==> src/hw/rtl/cbb_pkg.sv <==
package cbb_pkg;

   localparam int MAX_WIDTH  = 1024;
   localparam int MAX_HEIGHT = 1024;
   localparam int MAX_RADIUS = 7;

   localparam int DIM_W   = 11;
   localparam int POS_W   = 10;
   localparam int RAD_W   = 3;
   localparam int SUM_W   = 16;
   localparam int DEN_W   = 8;
   localparam int PIX_W   = 24;
   localparam int DIFF_W  = 21;
   localparam int STORE_DEPTH = 2 * MAX_RADIUS * MAX_WIDTH + 2 * MAX_RADIUS + 1;
   localparam int STORE_AW    = $clog2(STORE_DEPTH);
   localparam int RAM_DEPTH   = 1 << STORE_AW;
   localparam int DIV_CELLS   = SUM_W;

   localparam logic [1:0] CSR_WIDTH  = 2'd0;
   localparam logic [1:0] CSR_HEIGHT = 2'd1;
   localparam logic [1:0] CSR_RADIUS = 2'd2;

   typedef struct packed {
      logic [7:0] pixel_red;
      logic [7:0] pixel_green;
      logic [7:0] pixel_blue;
      logic       drain;
   } req_type;

   typedef struct packed {
      logic [7:0] out_red;
      logic [7:0] out_green;
      logic [7:0] out_blue;
      logic       frame_last;
   } rsp_type;

   typedef struct packed {
      logic                        valid;
      logic [2:0][SUM_W-1:0]       num;
      logic [2:0][DEN_W-1:0]       rem;
      logic [2:0][SUM_W-1:0]       quo;
      logic [DEN_W-1:0]            den;
   } div_stage_type;

endpackage

==> src/hw/rtl/cbb_div_cell.sv <==
module cbb_div_cell (
   input  logic                   clock,
   input  logic                   reset,
   input  cbb_pkg::div_stage_type stage_in,
   output cbb_pkg::div_stage_type stage_out
);
   import cbb_pkg::*;

   div_stage_type stage_in_next;
   div_stage_type stage_ff;

   always_comb begin
      logic [DEN_W:0] trial;
      logic           qbit;
      stage_in_next = stage_in;
      for (int ch = 0; ch < 3; ch++) begin
         trial = {stage_in.rem[ch], stage_in.num[ch][SUM_W-1]};
         qbit  = (trial >= {1'b0, stage_in.den});
         if (qbit) begin
            stage_in_next.rem[ch] = DEN_W'(trial - {1'b0, stage_in.den});
         end else begin
            stage_in_next.rem[ch] = trial[DEN_W-1:0];
         end
         stage_in_next.num[ch] = {stage_in.num[ch][SUM_W-2:0], 1'b0};
         stage_in_next.quo[ch] = {stage_in.quo[ch][SUM_W-2:0], qbit};
      end
   end

   always_ff @(posedge clock) begin
      if (reset) begin
         stage_ff.valid <= 1'b0;
      end else begin
         stage_ff <= stage_in_next;
      end
   end

   assign stage_out = stage_ff;
endmodule

==> config.mk <==
export PLATFORM = sky130hd
export DESIGN_NAME = cbb_div_cell
export DESIGN_NICKNAME = d
export VERILOG_FILES = /design/src/hw/rtl/cbb_pkg.sv /design/src/hw/rtl/cbb_div_cell.sv
export SDC_FILE = /design/constraint.sdc
export NUM_CORES = 1
export LEC_CHECK = 0
export ABC_AREA = 1
export BUFFER_PORTS_ARGS = -buffer_cell sky130_fd_sc_hd__buf_4
export CAP_MARGIN = 20
export CORE_UTILIZATION = 39
export DETAILED_ROUTE_END_ITERATION = 8
export GPL_TIMING_DRIVEN = 0
export PLACE_DENSITY_LB_ADDON = 0.1
export SYNTH_ARGS = -nofsm -noshare
export SYNTH_HDL_FRONTEND = slang
export SYNTH_SLANG_ARGS = --single-unit
==> constraint.sdc <==
create_clock -name clock -period 7 [get_ports clock]
set_input_delay 0.35 -clock clock [delete_from_list [all_inputs] [get_ports clock]]
set_output_delay 0.35 -clock clock [all_outputs]
set_load 0.05 [all_outputs]
==> run summary, run 1 <==
CTS tree -> done
Site Rows -> 43
RSZ-0062 raised after global routing -> no
Share of the synthesized area in the top cell type -> 67.6%
H-tree depth -> 4
CTS clock-pin slew for the worst setup and hold paths -> 0.06 ns
Number of synthesized register bits -> 126
Residual DRC -> 0
Yosys top cell by area -> edfxtp_1
Final setup viols -> 0
DR pass1 iterations -> 4
Worst min path class -> input pin to register
Clock Path Buffers -> 2
First-pass GRT wire length -> 20.7 mm
Clock sink count -> 126
Post-DP HPWL -> 10.5 mm
Root cell of the clock tree -> clkbuf_16
Critical Path AT -> 1.90 ns
Cell variety after synth -> 29
CP Cell Sequence -> buf_4 -> inv_1 -> ha_1 -> nand2_1 -> nand2_1 -> nand2_1 -> nand2_1 -> a21oi_4 -> nand2_8 -> nand2_1 -> nand2_1
Slew Limit Fails -> 0
CTS resizes -> 0
Maxcap violations -> 0
Hold_buf cts -> 0
Reg area -> 3770 um2
CP peak stage delay -> 0.34 ns
Post-layout min period -> 1.76 ns
IO buf count -> 253
CTS Buf Count -> 17
Yosys warning total -> 0
Max VDD drop -> 0.000161 V
I/O pin cnt -> 260
Multi-input logic area -> 1520 um2
Layout cells sized above 1 -> 42.9%
Drt first-iter violations -> 190
Starting Density -> 40.0%
Total chip power -> 2.37 mW
DIE AREA -> 14700 um2
Slowest cell on crit path -> ha_1
GP Congestion -> 0.862
CP startpoint kind -> input pin
# diodes -> 0
Horiz. Die Dim -> 121 um
Synth Cell Area -> 5550 um2
WL final -> 13.8 mm
Top cells by area, synth -> edfxtp_1, nand2_1, ha_1
Final net count -> 879
CP dominant cell by count -> nand2_1
Crit Path Max Fanout -> 9
Fillers -> 1166
Hold Vio Cnt, Final -> 0
Floorplan core area -> 13900 um2
Leakage power -> 3.92 nW
Overall global routing resource usage -> 19.1%
Status -> complete, no violations
Syn Inst Count -> 446
Vias in the first global route -> 4028
Vias -> 4169
Area growth, synth to finish -> 49.4%
Seq/Total Area, Yosys -> 68.0%
Setup TNS -> 0 ns
Via/cell ratio -> 4.56
Post-CTS Setup Repair Bufs -> 0
Worst Path Required -> 7.15 ns
ANT nets after route -> 0
Worst hold start -> stage_in[86]
Initial antenna violation count -> 0
Max reg flops -> 126
Syn avg cell area -> 12.4 um2
Total grt overflow -> 0
Largest net degree at the start of global routing -> 97
Power density of the placed cells -> 286 nW/um2
Fmax -> 569 MHz
Critical path origin -> stage_in[6]
Crit end category -> register
Wire per inst -> 15.1 um
Critical path class -> input pin to register
Worst Setup EP -> stage_out[56]
Die height -> 121 um
Tcrit/Tclk final -> 25.1%
==> worst max-delay path: cells and delay by family <==
family / cells / cell delay [ns]
AND/OR/NAND/NOR: 7 / 0.56
adder cells (fa/ha/maj): 1 / 0.34
buffers and inverters: 2 / 0.33
AO/OA/AOI/OAI: 1 / 0.33
==> cells by family (layout without fill, tap and decap cells) <==
| group | Yosys count | after routing | share of synthesized area, % |
|---|---|---|---|
| AND/OR/NAND/NOR | 209 | 209 | 18.1 |
| AO/OA/AOI/OAI | 10 | 10 | 1.17 |
| buffers and inverters | 64 | 350 | 4.73 |
| XOR/XNOR | 9 | 9 | 1.42 |
| flip-flops | 126 | 126 | 68.0 |
| adder cells (fa/ha/maj) | 27 | 27 | 6.49 |
| other | 1 | 3 | 0.0675 |
==> routing by layer <==
metal	track usage [%]	wire (um)	up-vias	share of wire, %
met2	33.7	7210	158	52
met4	7.79	269	0	2.0
li1	-	-	2066	-
met3	5.73	1010	19	7.3
met5	0	0	-	0
met1	21.4	5310	1926	38
==> how the worst min path moves through the flow <==
| stage | to | slack (ns) | cells after the start |
|---|---|---|---|
| 6_report | stage_out[87] | 0.12 | 1 |
| 5_1_grt | stage_out[115] | 0.1 | 1 |
| 4_1_cts | stage_out[49] | 0.10 | 1 |
| 3_5_place_dp | stage_out[49] | 0.53 | 1 |
| 3_3_place_gp | stage_out[128] | 0.52 | 2 |
| 2_1_floorplan | stage_out[128] | 0.42 | 1 |
==> metrics by stage <==
step	cells	util [%]	area, um2	setup slack (ns)	hold WS [ns]
2_1_floorplan	448	-	5560	3.76	0.421
3_3_place_gp	881	55.4	7680	2.69	0.516
3_5_place_dp	882	55.6	7720	4.82	0.529
4_1_cts	914	59.8	8300	5.25	0.101
5_1_grt	914	59.8	8300	5.17	0.0963
6_report	914	59.8	8300	5.24	0.120
==> synthesized netlist by cell type <==
| cell type | instances |
|---|---|
| conb_1 | 1 |
| nand4_1 | 4 |
| a21oi_4 | 1 |
| nor3_2 | 1 |
| dfxtp_1 | 1 |
| buf_6 | 1 |
| nand3b_1 | 1 |
| nand2_1 | 126 |
| nand3b_4 | 1 |
| nand2_8 | 2 |
| nor2_4 | 2 |
| nand3_1 | 41 |
| a21oi_2 | 1 |
| ha_1 | 24 |
| a21oi_1 | 8 |
| inv_1 | 56 |
| inv_2 | 3 |
| nor2_2 | 4 |
| fa_1 | 3 |
| nand2_2 | 4 |
| nand2_4 | 4 |
| xnor2_1 | 4 |
| nand3_2 | 3 |
| xor2_1 | 5 |
| nor2_1 | 13 |
| nand4_2 | 1 |
| or2_4 | 2 |
| buf_4 | 4 |
| edfxtp_1 | 125 |
==> cells in the final DEF (no fill, tap or decap), types with 2 or more instances in the layout <==
cell        instances
inv_6               2
nand2_4             4
bufinv_16           3
xor2_1              5
conb_1              3
or2_4               2
nand2_2             4
clkinv_1            3
nand2_8             2
nand2_1           126
nor2_2              4
fa_1                3
clkinv_2            2
nor2_4              2
inv_1              55
buf_4             257
nor2_1             13
nand3_2             3
inv_2               3
clkbuf_16          17
xnor2_1             4
nand3_1            41
edfxtp_1          125
clkbuf_1            3
clkinvlp_4          2
a21oi_1             8
ha_1               24
nand4_1             4
==> where the power goes <==
| part | switching, mW | internal (mW) |
|---|---|---|
| Combinational | 0.394 | 0.188 |
| Clock | 0.304 | 0.556 |
| Sequential | 0.0183 | 0.913 |
| Total | 0.716 | 1.66 |
==> final cells by class <==
class,count,share of cell area [%]
repair buffers,254,23.2
flip-flops and latches,126,45.5
well taps,180,2.71
clock inverters,12,1.73
multi-input cells,258,18.4
clock buffers,20,5.26
inverters,59,2.73
plain buffers,5,0.498
(Power assumes the default switching activity.)
==> inputs of run 2 (changes only) <==
- ABC_AREA: 1 -> 0
- clock period: 7 -> 1.6 ns (I/O delays scaled with it)
==> run summary, run 2 <==
Status -> finished, violations left
Failing checks -> negative setup slack
CP startpoint kind -> input pin
Hold Vio Cnt, Final -> 0 (unchanged)
CTS tree -> done
Residual DRC -> 0 (unchanged)
DR pass1 iterations -> 4 (unchanged)
Layout cells sized above 1 -> 51.9% (+9.0 points)
Maxcap violations -> 0 (unchanged)
RSZ-0062 raised after global routing -> yes
Yosys warning total -> 0 (unchanged)
Min Hold Slack -> 0.0273 ns (-0.0927 ns)
CTS Buf Count -> 17 (unchanged)
Area after DPL -> 7640 um2 (-1.0%)
Post-layout min period -> 1.62 ns
Syn avg cell area -> 17.0 um2 (+37%)
Post-DP HPWL -> 10.4 mm (-0.49%)
Placed cells -> 749 (-15%)
Via/cell ratio -> 4.75 (+4.1%)
Critical Path AT -> 1.78 ns (-0.12 ns)
Cell variety after synth -> 35 (+21%)
ANT nets after route -> 0 (unchanged)
Count leader, synth -> edfxtp_1
Top cells by area, synth -> edfxtp_1, ha_1, mux2_4
Floorplan core area -> 13300 um2 (-3.8%)
Horiz. Die Dim -> 119 um (-1.7%)
Wire per inst -> 18.2 um (+21%)
IO buf count -> 253 (unchanged)
Max VDD drop -> 0.000662 V (+310%)
Overall global routing resource usage -> 23.8% (+4.6 points)
Worst hold start -> stage_in[95]
First-pass GRT wire length -> 24.9 mm (+20%)
Post-synth EDFFs -> 125 (unchanged)
Total grt overflow -> 0 (unchanged)
GP Congestion -> 0.770 (-11%)
Most frequent cells in the layout -> buf_4, edfxtp_1, dlygate4sd3_1
Vias in the first global route -> 4491 (+11%)
DIE AREA -> 14200 um2 (-3.3%)
Leakage power -> 4.16 nW (+6.2%)
Top_reg_cell synth -> edfxtp_1
Worst min path class -> input pin to register
Final setup viols -> 6 (+6)
Final std cells w/o fill -> 918 (+0.44%)
Tcrit/Tclk final -> 101%
Crit end category -> register
Max reg flops -> 126 (unchanged)
Final net count -> 887 (+0.91%)
Synth Cell Area -> 5360 um2 (-3.4%)
Number of synthesized register bits -> 126 (unchanged)
I/O pin cnt -> 260 (unchanged)
Post-route setup slack -> -0.0169 ns (-5.26 ns)
Root cell of the clock tree -> clkbuf_16
Share of the synthesized area in the top cell type -> 70.0% (+2.4 points)
Pre-CTS WS -> -0.569 ns (-5.39 ns)
Clock Path Buffers -> 2 (unchanged)
Worst rel slew slack -> 55.2%
Starting Density -> 40.2% (+0.19 points)
Setup TNS -> -0.0813 ns (-0.0813 ns)
Largest net degree at the start of global routing -> 42 (-57%)
Power density of the placed cells -> 1140 nW/um2 (+300%)
Design area -> 9790 um2 (+18%)
Synth cell count leaders -> edfxtp_1, ha_1, inv_1
Clock sink count -> 126 (unchanged)
# diodes -> 0 (unchanged)
Vias -> 4358 (+4.5%)
CTS clock-pin slew for the worst setup and hold paths -> 0.06 ns (about the same)
Critical path origin -> stage_in[6]
Site Rows -> 42 (-2.3%)
Syn Inst Count -> 315 (-29%)
Total chip power -> 11.1 mW (+370%)
Fraction of registers with async set/reset -> 0% (unchanged)
Critical path class -> input pin to register
Util after Layout -> 73.4% (+14 points)
Area growth, synth to finish -> 82.6%
Yosys top cell by area -> edfxtp_1
Crit Path Max Fanout -> 7 (-2)
Die height -> 119 um (-1.7%)
Worst-Margin Slew -> 0.671 ns
Worst Path Required -> 1.76 ns (-5.39 ns)
H-tree depth -> 4 (unchanged)
WL final -> 16.7 mm (+21%)
Drt first-iter violations -> 223 (+17%)
Slew Limit Fails -> 0 (unchanged)
Commonest non-fill, non-tap cell in the layout -> buf_4
Seq/Total Area, Yosys -> 70.4% (+2.4 points)
Fmax -> 618 MHz
Initial antenna violation count -> 0 (unchanged)
==> run 2: changes by cell type in the layout (fill, tap and decap cells not counted), moves of 13 or more <==
cell / change
buf_4: +16
dlygate4sd3_1: +118
ha_1: -13
inv_1: -45
mux2_4: +18
nand2_1: -125
nand3_1: -36
==> run 2: logic make-up after synthesis <==
kind of cell    after synthesis  share of synthesized area [%]
xor+xnor                      9                           1.47
fa+ha+maj                    27                           6.72
flops                       126                           70.4
other cells                   1                         0.0699
buf+inv                      31                           3.10
simple gates                 47                           4.46
mux                          24                           6.16
compound gates               50                           7.67
==> run 2: area by class of cell <==
type                            instances  area (um2)
Timing Repair Buffer                  393        3290
Clock inverter                         15         185
Tap cell                              176         220
Inverter                               22         101
Multi-Input combinational cell        160        1700
Buffer                                  9        92.6
Clock buffer                           17         425
Fill cell                             857        3550
Sequential cell                       126        3770
==> run 2: routing by layer <==
layer	vias up	global-route usage [%]	routed length, um
li1	2043	-	-
met1	2095	26.0	6290
met2	178	43.1	8890
met3	42	5.84	989
met4	0	10.8	567
met5	-	0	0
==> run 2: final timing paths <==
kind	to	slack, ns	cells after the start
max	stage_out[66]	-0.02	8
min	stage_out[56]	0.03	3
==> run 2: where the power goes <==
part	switching, mW	leakage [nW]	internal, mW
clock network	1.50	0.295	2.47
registers	0.0961	1.23	4.00
logic	1.81	2.63	1.27
==> run 2: repair_timing <==
| action | CTS | global route |
|---|---|---|
| pin swaps | 11 | 17 |
| buffers inserted | 13 | 6 |
| hold endpoints to repair | 117 | 0 |
| hold buffers | 118 | 0 |
| resized for setup | 20 | 22 |
| endpoints found under the setup margin | 18 | 24 |
==> run 2: worst max-delay path, cell delays in order <==
cell	delay, ns
buf_8	0.07
clkinvlp_4	0.16
ha_4	0.29
a21o_4	0.23
a2111oi_4	0.30
o21a_1	0.19
buf_6	0.15
mux2_4	0.30
